===== src/rtl/cel_pkg.sv =====
`timescale 1ns / 1ps
// ----------------------------------------------------------------------------
// Cross entropy loss reduce package
// Shared widths, the item that travels through the queue, and the constant
// log tables used by the front end.
// ----------------------------------------------------------------------------
package cel_pkg;

    localparam int unsigned MAX_ELEMENTS_DEF = 1048576;
    localparam int unsigned PROB_FRAC_BITS   = 16;
    localparam int unsigned LOG_TABLE_BITS   = 8;
    localparam int unsigned TABLE_SIZE       = 1 << LOG_TABLE_BITS;

    localparam int unsigned PRED_W   = 16;
    localparam int unsigned TARGET_W = 17;
    localparam int unsigned LOSS_W   = 24;
    localparam int unsigned NEGLOG_W = 20;
    localparam int unsigned TERM_W   = 22;
    localparam int unsigned SUM_W    = 56;
    localparam int unsigned COUNT_W  = 21;
    localparam int unsigned KPOS_W   = 4;

    localparam int unsigned QUEUE_DEPTH = 4;
    localparam int unsigned QPTR_W      = 2;
    localparam int unsigned QLVL_W      = 3;

    localparam logic [63:0] LN2_Q32 = 64'd2977044472;

    typedef logic [15:0] t_ln_tab [TABLE_SIZE];
    typedef logic [NEGLOG_W-1:0] t_oct_tab [PRED_W];

    // One classified pair waiting for the accumulator.
    typedef struct packed {
        logic [TERM_W-1:0] term;
        logic              last;
    } t_item;

    // ln(1 + i / TABLE_SIZE) in Q0.16, log2 by repeated squaring, rounded half up.
    function automatic t_ln_tab build_ln_table();
        t_ln_tab     tab;
        logic [63:0] x;
        logic [63:0] lg;
        for (int i = 0; i < TABLE_SIZE; i++) begin
            x  = (64'd1 << 30) + ((64'(i) << 30) >> LOG_TABLE_BITS);
            lg = 64'd0;
            for (int b = 0; b < 32; b++) begin
                x  = (x * x) >> 30;
                lg = lg << 1;
                if (x >= (64'd2 << 30)) begin
                    x  = x >> 1;
                    lg = lg | 64'd1;
                end
            end
            tab[i] = 16'((lg * LN2_Q32 + (64'd1 << 47)) >> 48);
        end
        return tab;
    endfunction

    // (F - k) * ln2 in Q.16, rounded half up, for each leading-one position k.
    function automatic t_oct_tab build_oct_table();
        t_oct_tab tab;
        for (int k = 0; k < PRED_W; k++) begin
            tab[k] = NEGLOG_W'((64'(PROB_FRAC_BITS - k) * LN2_Q32 + (64'd1 << 15)) >> 16);
        end
        return tab;
    endfunction

    localparam t_ln_tab  LN_TABLE  = build_ln_table();
    localparam t_oct_tab OCT_TABLE = build_oct_table();

endpackage


===== src/rtl/cel_front.sv =====
`timescale 1ns / 1ps
// ----------------------------------------------------------------------------
// Cross entropy loss front end
// Clips each prediction, forms -ln(p), weights it by the target and pushes
// the term into the queue. Two stages; admission is by credit on the queue.
// ----------------------------------------------------------------------------
module cel_front import cel_pkg::*; (
    input  logic                i_clk,
    input  logic                i_rst_n,
    input  logic                i_valid,
    output logic                o_stall,
    input  logic [PRED_W-1:0]   i_prediction,
    input  logic [TARGET_W-1:0] i_target,
    input  logic                i_last,
    input  logic [QLVL_W-1:0]   i_q_level,
    output logic                o_push,
    output t_item               o_item
);

    logic                  r_a_valid;
    logic [NEGLOG_W-1:0]   r_a_neglog;
    logic [TARGET_W-1:0]   r_a_target;
    logic                  r_a_last;
    logic                  r_b_valid;
    t_item                 r_b_item;

    logic [PRED_W-1:0]     p_clip;
    logic [KPOS_W-1:0]     kpos;
    logic [PRED_W-1:0]     p_norm;
    logic [15:0]           ln_mant;
    logic [NEGLOG_W-1:0]   octave;
    logic [NEGLOG_W-1:0]   n_a_neglog;
    logic [TARGET_W+NEGLOG_W:0] product;
    logic                  accept;

    // Entries in flight in the two stages each hold a queue slot in reserve.
    assign o_stall = (QLVL_W'(32'(i_q_level) + 32'(r_a_valid) + 32'(r_b_valid))
                      >= QLVL_W'(QUEUE_DEPTH));
    assign accept  = i_valid && !o_stall;

    always_comb begin
        p_clip = (i_prediction == '0) ? PRED_W'(1) : i_prediction;
        kpos   = '0;
        for (int t = 0; t < PRED_W; t++) begin
            if (p_clip[t]) begin
                kpos = KPOS_W'(t);
            end
        end
        p_norm     = p_clip << (KPOS_W'(PRED_W - 1) - kpos);
        ln_mant    = LN_TABLE[p_norm[PRED_W-2 -: LOG_TABLE_BITS]];
        octave     = OCT_TABLE[kpos];
        n_a_neglog = (octave < NEGLOG_W'(ln_mant)) ? '0 : octave - NEGLOG_W'(ln_mant);
    end

    assign product = (TARGET_W+NEGLOG_W+1)'(r_a_target) * (TARGET_W+NEGLOG_W+1)'(r_a_neglog)
                   + (TARGET_W+NEGLOG_W+1)'(1 << (PROB_FRAC_BITS - 1));

    always_ff @(posedge i_clk) begin
        if (!i_rst_n) begin
            r_a_valid <= 1'b0;
            r_b_valid <= 1'b0;
        end else begin
            r_a_valid <= accept;
            r_b_valid <= r_a_valid;
        end
        if (accept) begin
            r_a_neglog <= n_a_neglog;
            r_a_target <= i_target;
            r_a_last   <= i_last;
        end
        if (r_a_valid) begin
            r_b_item.term <= TERM_W'(product >> PROB_FRAC_BITS);
            r_b_item.last <= r_a_last;
        end
    end

    assign o_push = r_b_valid;
    assign o_item = r_b_item;

endmodule


===== src/rtl/cel_queue.sv =====
`timescale 1ns / 1ps
// ----------------------------------------------------------------------------
// Cross entropy loss term queue
// Small first-in first-out buffer between the front end and the accumulator.
// ----------------------------------------------------------------------------
module cel_queue import cel_pkg::*; (
    input  logic              i_clk,
    input  logic              i_rst_n,
    input  logic              i_push,
    input  t_item             i_item,
    input  logic              i_pop,
    output logic              o_valid,
    output t_item             o_item,
    output logic [QLVL_W-1:0] o_level
);

    t_item              r_mem [QUEUE_DEPTH];
    logic [QPTR_W-1:0]  r_wr;
    logic [QPTR_W-1:0]  r_rd;
    logic [QLVL_W-1:0]  r_level;

    always_ff @(posedge i_clk) begin
        if (!i_rst_n) begin
            r_wr    <= '0;
            r_rd    <= '0;
            r_level <= '0;
        end else begin
            if (i_push) begin
                r_wr <= r_wr + QPTR_W'(1);
            end
            if (i_pop) begin
                r_rd <= r_rd + QPTR_W'(1);
            end
            r_level <= r_level + QLVL_W'(i_push) - QLVL_W'(i_pop);
        end
        if (i_push) begin
            r_mem[r_wr] <= i_item;
        end
    end

    assign o_valid = (r_level != '0);
    assign o_item  = r_mem[r_rd];
    assign o_level = r_level;

endmodule


===== src/rtl/cel_back.sv =====
`timescale 1ns / 1ps
// ----------------------------------------------------------------------------
// Cross entropy loss back end
// Accumulates terms with saturation, counts pairs, and on the last pair
// divides the rounded sum by the count one quotient bit per cycle.
// ----------------------------------------------------------------------------
module cel_back import cel_pkg::*; #(
    parameter int unsigned MAX_ELEMENTS = MAX_ELEMENTS_DEF
) (
    input  logic              i_clk,
    input  logic              i_rst_n,
    input  logic              i_q_valid,
    input  t_item             i_q_item,
    output logic              o_pop,
    output logic              o_valid,
    input  logic              i_stall,
    output logic [LOSS_W-1:0] o_loss,
    output logic              o_overflow
);

    localparam int unsigned   COUNT_MAX   = (1 << COUNT_W) - 1;
    localparam logic [COUNT_W-1:0] COUNT_LIMIT =
        COUNT_W'((MAX_ELEMENTS > COUNT_MAX) ? COUNT_MAX : MAX_ELEMENTS);
    localparam int unsigned   DIVIDEND_W  = SUM_W + 1;
    localparam int unsigned   STEP_W      = $clog2(DIVIDEND_W);

    typedef enum logic [3:0] {
        S_IDLE = 4'b0001,
        S_PREP = 4'b0010,
        S_DIV  = 4'b0100,
        S_OUT  = 4'b1000
    } t_state;

    t_state                  r_state;
    logic [SUM_W-1:0]        r_sum;
    logic [COUNT_W-1:0]      r_count;
    logic                    r_sat;
    logic [DIVIDEND_W-1:0]   r_quo;
    logic [COUNT_W-1:0]      r_rem;
    logic [COUNT_W-1:0]      r_div;
    logic [STEP_W-1:0]       r_step;
    logic                    r_div_sat;
    logic [LOSS_W-1:0]       r_loss;
    logic                    r_ovf;

    logic [SUM_W:0]          sum_ext;
    logic [COUNT_W:0]        trial;
    logic                    fits;

    assign o_pop   = (r_state == S_IDLE) && i_q_valid;
    assign sum_ext = {1'b0, r_sum} + (SUM_W+1)'(i_q_item.term);
    assign trial   = {r_rem, r_quo[DIVIDEND_W-1]};
    assign fits    = (trial >= {1'b0, r_div});

    always_ff @(posedge i_clk) begin
        if (!i_rst_n) begin
            r_state <= S_IDLE;
            r_sum   <= '0;
            r_count <= '0;
            r_sat   <= 1'b0;
        end else begin
            case (r_state)
                S_IDLE: begin
                    if (i_q_valid) begin
                        if (sum_ext[SUM_W]) begin
                            r_sum <= '1;
                            r_sat <= 1'b1;
                        end else begin
                            r_sum <= sum_ext[SUM_W-1:0];
                        end
                        if (r_count < COUNT_LIMIT) begin
                            r_count <= r_count + COUNT_W'(1);
                        end else begin
                            r_sat <= 1'b1;
                        end
                        if (i_q_item.last) begin
                            r_state <= S_PREP;
                        end
                    end
                end
                S_PREP: begin
                    // Round half up, then clear the set for the next one.
                    r_quo     <= DIVIDEND_W'(r_sum) + DIVIDEND_W'(r_count >> 1);
                    r_div     <= (r_count == '0) ? COUNT_W'(1) : r_count;
                    r_rem     <= '0;
                    r_step    <= STEP_W'(DIVIDEND_W - 1);
                    r_div_sat <= r_sat;
                    r_sum     <= '0;
                    r_count   <= '0;
                    r_sat     <= 1'b0;
                    r_state   <= S_DIV;
                end
                S_DIV: begin
                    r_rem  <= fits ? COUNT_W'(trial - {1'b0, r_div}) : COUNT_W'(trial);
                    r_quo  <= {r_quo[DIVIDEND_W-2:0], fits};
                    r_step <= r_step - STEP_W'(1);
                    if (r_step == '0) begin
                        r_state <= S_OUT;
                    end
                end
                S_OUT: begin
                    if (!i_stall) begin
                        r_state <= S_IDLE;
                    end
                end
                default: begin
                    r_state <= S_IDLE;
                end
            endcase
        end
        if (r_state == S_DIV && r_step == '0) begin
            if (|{r_quo[DIVIDEND_W-2:LOSS_W-1]}) begin
                r_loss <= '1;
                r_ovf  <= 1'b1;
            end else begin
                r_loss <= {r_quo[LOSS_W-2:0], fits};
                r_ovf  <= r_div_sat;
            end
        end
    end

    assign o_valid    = (r_state == S_OUT);
    assign o_loss     = r_loss;
    assign o_overflow = r_ovf;

endmodule


===== src/rtl/cross_entropy_loss_reduce_unit.sv =====
`timescale 1ns / 1ps
// Path: a pair marked last gives its loss after acceptance through the second front
// stage, the queue write, the accumulate step and the rounding step (S_PREP), then the
// bit-serial divider (S_DIV).
// Throughput: one pair per cycle while the queue has room, until a last pair. The divider
// then holds the accumulator, plus any output stall, while the front keeps filling the queue.
// Reset: synchronous, active low; clears the sums, count, queue and all valids.
// ----------------------------------------------------------------------------
// Cross entropy loss reduce unit
// Mean categorical cross entropy over a stream of probability and target
// pairs, in Q8.16 fixed point.
// ----------------------------------------------------------------------------
module cross_entropy_loss_reduce_unit import cel_pkg::*; #(
    parameter int unsigned MAX_ELEMENTS = MAX_ELEMENTS_DEF
) (
    input  logic                i_clk,
    input  logic                i_rst_n,
    input  logic                i_valid,
    output logic                o_stall,
    input  logic [PRED_W-1:0]   i_prediction,
    input  logic [TARGET_W-1:0] i_target,
    input  logic                i_last,
    output logic                o_valid,
    input  logic                i_stall,
    output logic [LOSS_W-1:0]   o_loss,
    output logic                o_overflow
);

    // The front end classifies each input transaction into one weighted term.
    // It never blocks internally; it only refuses a transaction when the queue
    // could not take a new term on top of every term already in flight.
    logic              push;
    t_item             push_item;
    logic              pop;
    logic              q_valid;
    t_item             q_item;
    logic [QLVL_W-1:0] q_level;

    cel_front u_front (
        .i_clk        (i_clk),
        .i_rst_n      (i_rst_n),
        .i_valid      (i_valid),
        .o_stall      (o_stall),
        .i_prediction (i_prediction),
        .i_target     (i_target),
        .i_last       (i_last),
        .i_q_level    (q_level),
        .o_push       (push),
        .o_item       (push_item)
    );

    // The queue lets the front keep accepting while the back end divides or
    // waits for the downstream side to take a result.
    cel_queue u_queue (
        .i_clk   (i_clk),
        .i_rst_n (i_rst_n),
        .i_push  (push),
        .i_item  (push_item),
        .i_pop   (pop),
        .o_valid (q_valid),
        .o_item  (q_item),
        .o_level (q_level)
    );

    // The back end accumulates terms and, at the end of each set, produces
    // the rounded mean through its serial divider and an output register.
    cel_back #(
        .MAX_ELEMENTS (MAX_ELEMENTS)
    ) u_back (
        .i_clk      (i_clk),
        .i_rst_n    (i_rst_n),
        .i_q_valid  (q_valid),
        .i_q_item   (q_item),
        .o_pop      (pop),
        .o_valid    (o_valid),
        .i_stall    (i_stall),
        .o_loss     (o_loss),
        .o_overflow (o_overflow)
    );

endmodule


===== config.mk =====
export PLATFORM = sky130hd
export DESIGN_NAME = cross_entropy_loss_reduce_unit
export DESIGN_NICKNAME = d
export VERILOG_FILES = /design/src/rtl/cel_pkg.sv /design/src/rtl/cel_front.sv /design/src/rtl/cel_queue.sv /design/src/rtl/cel_back.sv /design/src/rtl/cross_entropy_loss_reduce_unit.sv
export SDC_FILE = /design/constraint.sdc
export NUM_CORES = 2
export LEC_CHECK = 0
export ABC_CLOCK_PERIOD_IN_PS = 12250
export BUFFER_PORTS_ARGS = -buffer_cell sky130_fd_sc_hd__buf_4
export CAP_MARGIN = 20
export CELL_PAD_IN_SITES_DETAIL_PLACEMENT = 1
export CELL_PAD_IN_SITES_GLOBAL_PLACEMENT = 1
export CORE_ASPECT_RATIO = 0.75
export CORE_MARGIN = 3
export CORE_UTILIZATION = 51
export DETAILED_ROUTE_END_ITERATION = 7
export PLACE_DENSITY_LB_ADDON = 0.1
export REMOVE_ABC_BUFFERS = 1
export SLEW_MARGIN = 20
export SYNTH_ARGS = -nofsm -noshare
export SYNTH_HDL_FRONTEND = slang
export SYNTH_SLANG_ARGS = --single-unit
export TNS_END_PERCENT = 50

===== constraint.sdc =====
create_clock -name i_clk -period 12.25 [get_ports i_clk]
set_input_delay 2.45 -clock i_clk [delete_from_list [all_inputs] [get_ports i_clk]]
set_output_delay 2.45 -clock i_clk [all_outputs]
set_load 0.1 [all_outputs]

; After elaboration in Yosys (flattened, before gate mapping)
; Memory sizes are Yosys's and may differ from the RTL's. A register that Yosys moved wholly into a read port is not among the register bits.
; Index checks and enable logic that the tools add are counted.
; W data, S select, Z words.
[word_totals]
out_inout_bits = 27
reg_bits = 283
elab_cells = 118
mem_bits_rw = 92
inputBits = 38
memories = 3
mem_bits_ro = 4416
[mem_list]
columns = name, words, word_bits, read_ports, rd_ports_with_merged_regs, wr, line
row1 = (name not given), 256, 16, 1, 0, 0, cel_front.sv:50  ; ln_mant = LN_TABLE[p_norm[PRED_W-2 -: LOG_TABLE_BITS]];
row2 = (name not given), 16, 20, 1, 0, 0, cel_front.sv:51  ; octave = OCT_TABLE[kpos];
row3 = u_queue.r_mem, 4, 23, 1, 1, 1, cel_queue.sv:17  ; t_item r_mem [QUEUE_DEPTH];
[op_classes]
muxes = 43
bitwise_logic = 2
n_reduce_logical = 17
addsub = 14
mul = 1
n_shift = 1
n_eq_ne = 10
n_lt_le_gt_ge = 6
[ops]
columns = operator, n
row1 = $pmux W57 S2, 1
row2 = $mux W56, 2
row3 = $pmux W56 S2, 1
row4 = $pmux W21 S2, 2
row5 = $mux W4, 18
row6 = $mux W21, 3
row7 = $add A56 B20 Y57, 1
row8 = $add A56 B22 Y57, 1
row9 = $mux W16, 3
row10 = $mux W20, 2
row11 = $add A37 B16 Y38 const B, 1
row12 = $mul A17 B20 Y37, 1
row13 = $reduce_or A33 Y1, 1
row14 = $ge A22 B21 Y1, 1
row15 = $add A21 B1 Y21 const B, 1
row16 = $logic_not A21 Y1, 1
row17 = $lt A21 B21 Y1 const B, 1
row18 = $sub A21 B21 Y21, 1
row19 = $lt A20 B16 Y1, 1
row20 = $sub A20 B16 Y20, 1
row21 = $logic_not A16 Y1, 1
row22 = $pmux W4 S4, 1
row23 = $shl A16 B4 Y15, 1
row24 = $pmux W6 S2, 1
row25 = 28 further kinds, 46

; Logic depth before layout (Yosys ltp)
[logic_depth]
depth_word = 24
depth_mapped = 36
depth_no_buf = 30

; By module
; Synthesis repeated with hierarchy kept, for this count alone.
[unflattened]
hier_cells = 3890
hier_area_um2 = 35547.8
[by_module_without_submodules]
columns = mod, cells_each, n_inst, seq_area_each_um2, area_per_inst_um2
row1 = cel_front, 2321, 1, 1871.8, 18849.3
row2 = cel_back, 1408, 1, 5575.3, 12914.9
row3 = cel_queue, 161, 1, 2942.8, 3783.6

; Worst setup path after synthesis
; No wires, ideal clock.
[synth_timing]
path_type = input -> register
startpoint = input port i_prediction[6]
endpoint = register u_front.r_a_neglog[11] (data pin)
n_path_buf = 5
path_stages = 35
slack_ps = 2991
setup_ps = 266
arrival_time_ps = 8993
t_required_ps = 11984
cell_sequence = buf_2 > or4_1 > buf_2 > nor3_2 > a21o_1 > o311ai_1 > a2111oi_0 > a21oi_1 > nand2_2 > buf_2 > inv_1 > ha_1 > nor3_1 > nand2_1 > nand2_1 > o21ai_0 > nor4_1 > o32a_1 > ha_1 > inv_1 > fa_1 > a21o_1 > a21oi_1 > o21ai_0 > a21oi_1 > o21bai_1 > a21oi_1 > o211ai_1 > nand2_1 > nor2_1 > nor2_1 > and3_1 > clkbuf_1 > buf_1 > nor2_1
[synth_via]
elab_chain_len = 24
word_cells_on_any_way = 29
classes_between = add/sub: 2 / order compare: 1 / shift: 1 / mux: 20 / bitwise: 2 / reduce/logical: 1 / memory: 2
[synth_lines]
columns = element, line
row1 = "start, declared", cross_entropy_loss_reduce_unit.sv:20  ; input logic [PRED_W-1:0] i_prediction,
row2 = $logic_not A16 Y1, cel_front.sv:42  ; p_clip = (i_prediction == '0) ? PRED_W'(1) : i_prediction;
row3 = $mux W16 *, cel_front.sv:42
row4 = $mux W1, cel_front.sv:45  ; if (p_clip[t]) begin
row5 = $mux W4 (14 in series), cel_front.sv:45
row6 = $sub A4 B4 Y4, cel_front.sv:49  ; p_norm = p_clip << (KPOS_W'(PRED_W - 1) - kpos);
row7 = $shl A16 B4 Y15, cel_front.sv:49
row8 = $not A8 Y9 (implied by the code), cel_front.sv:50
row9 = $mem_v2 Z256 W16, n/a
row10 = $mux W16 (implied by the code) (2 in series), cel_front.sv:50
row11 = $sub A20 B16 Y20 / $lt A20 B16 Y1 (equally long branches), cel_front.sv:52  ; n_a_neglog = (octave < NEGLOG_W'(ln_mant)) ? '0 : octave - NEGLOG_W'(ln_mant);
row12 = "end signal, assigned", cel_front.sv:67  ; r_a_neglog <= n_a_neglog;
row13 = "end, declared", cel_front.sv:21  ; logic [NEGLOG_W-1:0] r_a_neglog;
; Every way passes the cells marked *; elsewhere a longest branch is shown, timed or not. The select of a mux whose other input is x is not followed.
; A chain may end at the register's enable or synchronous reset.

; Worst setup path in the final report
[layout_timing]
startpoint = input port i_prediction[2]
endpoint = register u_front.r_a_neglog[13] (data pin)
; Same word-level chain as after synthesis.

==> impl_metrics.yaml <==
outcome:
  status: "finished clean"
floorplanning:
  design.core.area_mm2: 0.06751
  die_w_um: 309.1
  initial_core_util: 0.5204
  rows: 82
  io_pins: 65
  die_area_mm2: 0.07210
  die_y_um: 233.3
synth:
  yosysTopAreaCellShare: 0.2428
  synth_area_leaders: "edfxtp_1 (24%), fa_1 (16%), ha_1 (8.6%)"
  synthCells: 3805
  ys_warn_count: 0
  synthMostInstantiatedCell: "nand2_1"
  async_flop_share: 0
  yosysTopAreaCell: "edfxtp_1"
  synth_edf_count: 284
  ys_seq_elements: 377
  seq_area_frac_synth: 0.2957
  synth_cell_type_count: 98
  ys.flop_type: "edfxtp_1"
  netlist_top_cells_count: "nand2_1 (425), inv_1 (370), edfxtp_1 (284)"
  syn-mean-instance-area_um2: 9.233
  syn_area_mm2: 0.03513
routing:
  drtIter0Drc: 3458
  via_per_inst: 6.829
  ant_nets: 0
  wl_per_cell_um: 30.87
  route.vias.total: 31880
  routed_wl_mm: 144.1
  drc: 0
  dr.pass1.iters: 6
job:
  maxCapViolCount: 0
clock_tree:
  cts_made_buffers: 43
  cts_hold_buf: 0
  clkLatencyLatePin_ns: 0.60
  path_clk_slew_ns: 0.07
  cts_resized: 0
  clockBufferDepth: 3
  post_cts_buffers: 0
  h-tree-depth: 2
  cts_tree: "built"
  ctsRootBufferMaster: "clkbuf_16"
  clkSinkCount: 377
worst_setup_path:
  path_buf_inv: 4
  cpPeakStageDelay_ns: 0.64
  cp-end-kind: "flip-flop"
  critPathLaunchType: "input pin"
  critical_path_class: "in2reg"
  critPathMaxFanout: 20
  cp_common_cell: "a21oi_1"
  cp_top_family: "compound AO/OA/AOI/OAI gates"
  arrival_ns: 10.65
  required_ns: 12.55
  cp_slowest_cell: "and3_1"
grt:
  grt_first_pass_wirelength_mm: 217.2
  grt_max_degree: 98
  gr-total-overflow: 0
  grt_pass1_vias: 34557
  grt_use_total: 0.3983
  antenna_found_initial: 7
timing:
  slew-limit-headroom: 0.2192
  worst_slew_pin_slew_ns: 1.167
  finalSetupViolCount: 0
  fin_crit_ns: 10.35
  slew_violations: 0
  rsz0062_at_grt: "no"
  max_freq_ghz: 0.09665
  hold_viol_final: 0
  fin_skew_ns: 0.03968
  tns_ns: 0
  min_period_over_period: 0.8446
placed_design:
  place_inst: 4584
  io_buffers: 64
  dp_hpwl_mm: 102.4
  place_congestion: 1.036
  placed_area_mm2: 0.03636
final_layout:
  nFillCells: 7591
  finalNonFillerCells: 4668
  fin_area_mm2: 0.03779
  utilization: 0.5597
  area_delta_synth_final_pct: 7.561
  drive_gt1_frac: 0.08197
  fin_nets: 4302
hold_path:
  hold_path.class: "reg2reg"
## layer usage
metal	global-route usage	share of wire	up-vias
li1	-	-	13187
met1	0.5049	0.39	16079
met2	0.6398	0.46	2039
met3	0.09744	0.098	573
met4	0.1958	0.056	2
met5	0	0.000090	-
## cells by family after synthesis
logic type	count (synthesis)	share of synthesized area
fa+ha+maj	517	0.2429
xor+xnor	143	0.03565
mux	60	0.02564
compound gates	844	0.1607
buf+inv	624	0.07045
simple gates	1240	0.1689
flops	377	0.2957
## through the flow
step | hold slack (ns) | setup slack [ns]
6_report | 0.4865 | 1.904
3_5_place_dp | 0.4469 | 1.599
5_1_grt | 0.4924 | 1.410
4_1_cts | 0.4735 | 2.104
3_3_place_gp | 0.4152 | 1.813
2_1_floorplan | 0.4003 | 2.189
## placed cells by master (no fill, tap or decap), drive strengths merged, types with 93 or more instances in the layout
cell type,count
o21ai,223
nand2,427
inv,376
dfxtp,93
nor2,256
a21oi,205
edfxtp,284
fa,275
nor3,109
buf,144
ha,242
and2,171
## flip-flops by register name, indices dropped and copies added (netlist names), 21 cells and up, named ones only
register / count
u_back.o_loss: 24
u_back.r_count: 21
u_back.r_div: 21
u_back.r_quo: 57
u_back.r_rem: 21
u_back.r_sum: 56
u_front.o_item: 23
u_queue.r_mem: 92
## final cells by class
class,count,area (um2),share of cell area
Multi-Input combinational cell,2804,22370,0.5920
Sequential cell,377,10390,0.2750
Inverter,377,1415,0.03745
Clock buffer,60,1190,0.03149
Timing Repair Buffer,144,1106,0.02927
Tap cell,882,1104,0.02920
Clock inverter,20,202.7,0.005364
Antenna cell,4,10.01,0.0002649
## worst paths after layout
check | start | end | slack, ns | cells past startpoint
setup / recovery | i_prediction[2] | u_front.r_a_neglog[13]$_SDFFCE_PN0P_ | 1.90 | 31
hold / removal | u_back.r_sat$_SDFFE_PN0P_ | u_back.r_div_sat$_DFFE_PP_ | 0.49 | 0
setup reg to reg | u_front.r_a_target[7]$_DFFE_PP_ | u_front.o_item[17]$_DFFE_PP_ | 3.39 | 24
hold reg to reg | u_back.r_sat$_SDFFE_PN0P_ | u_back.r_div_sat$_DFFE_PP_ | 0.49 | 0
Power is not shown: default switching activity piles up to over one toggle a cycle in this logic, so the estimate is an artifact.
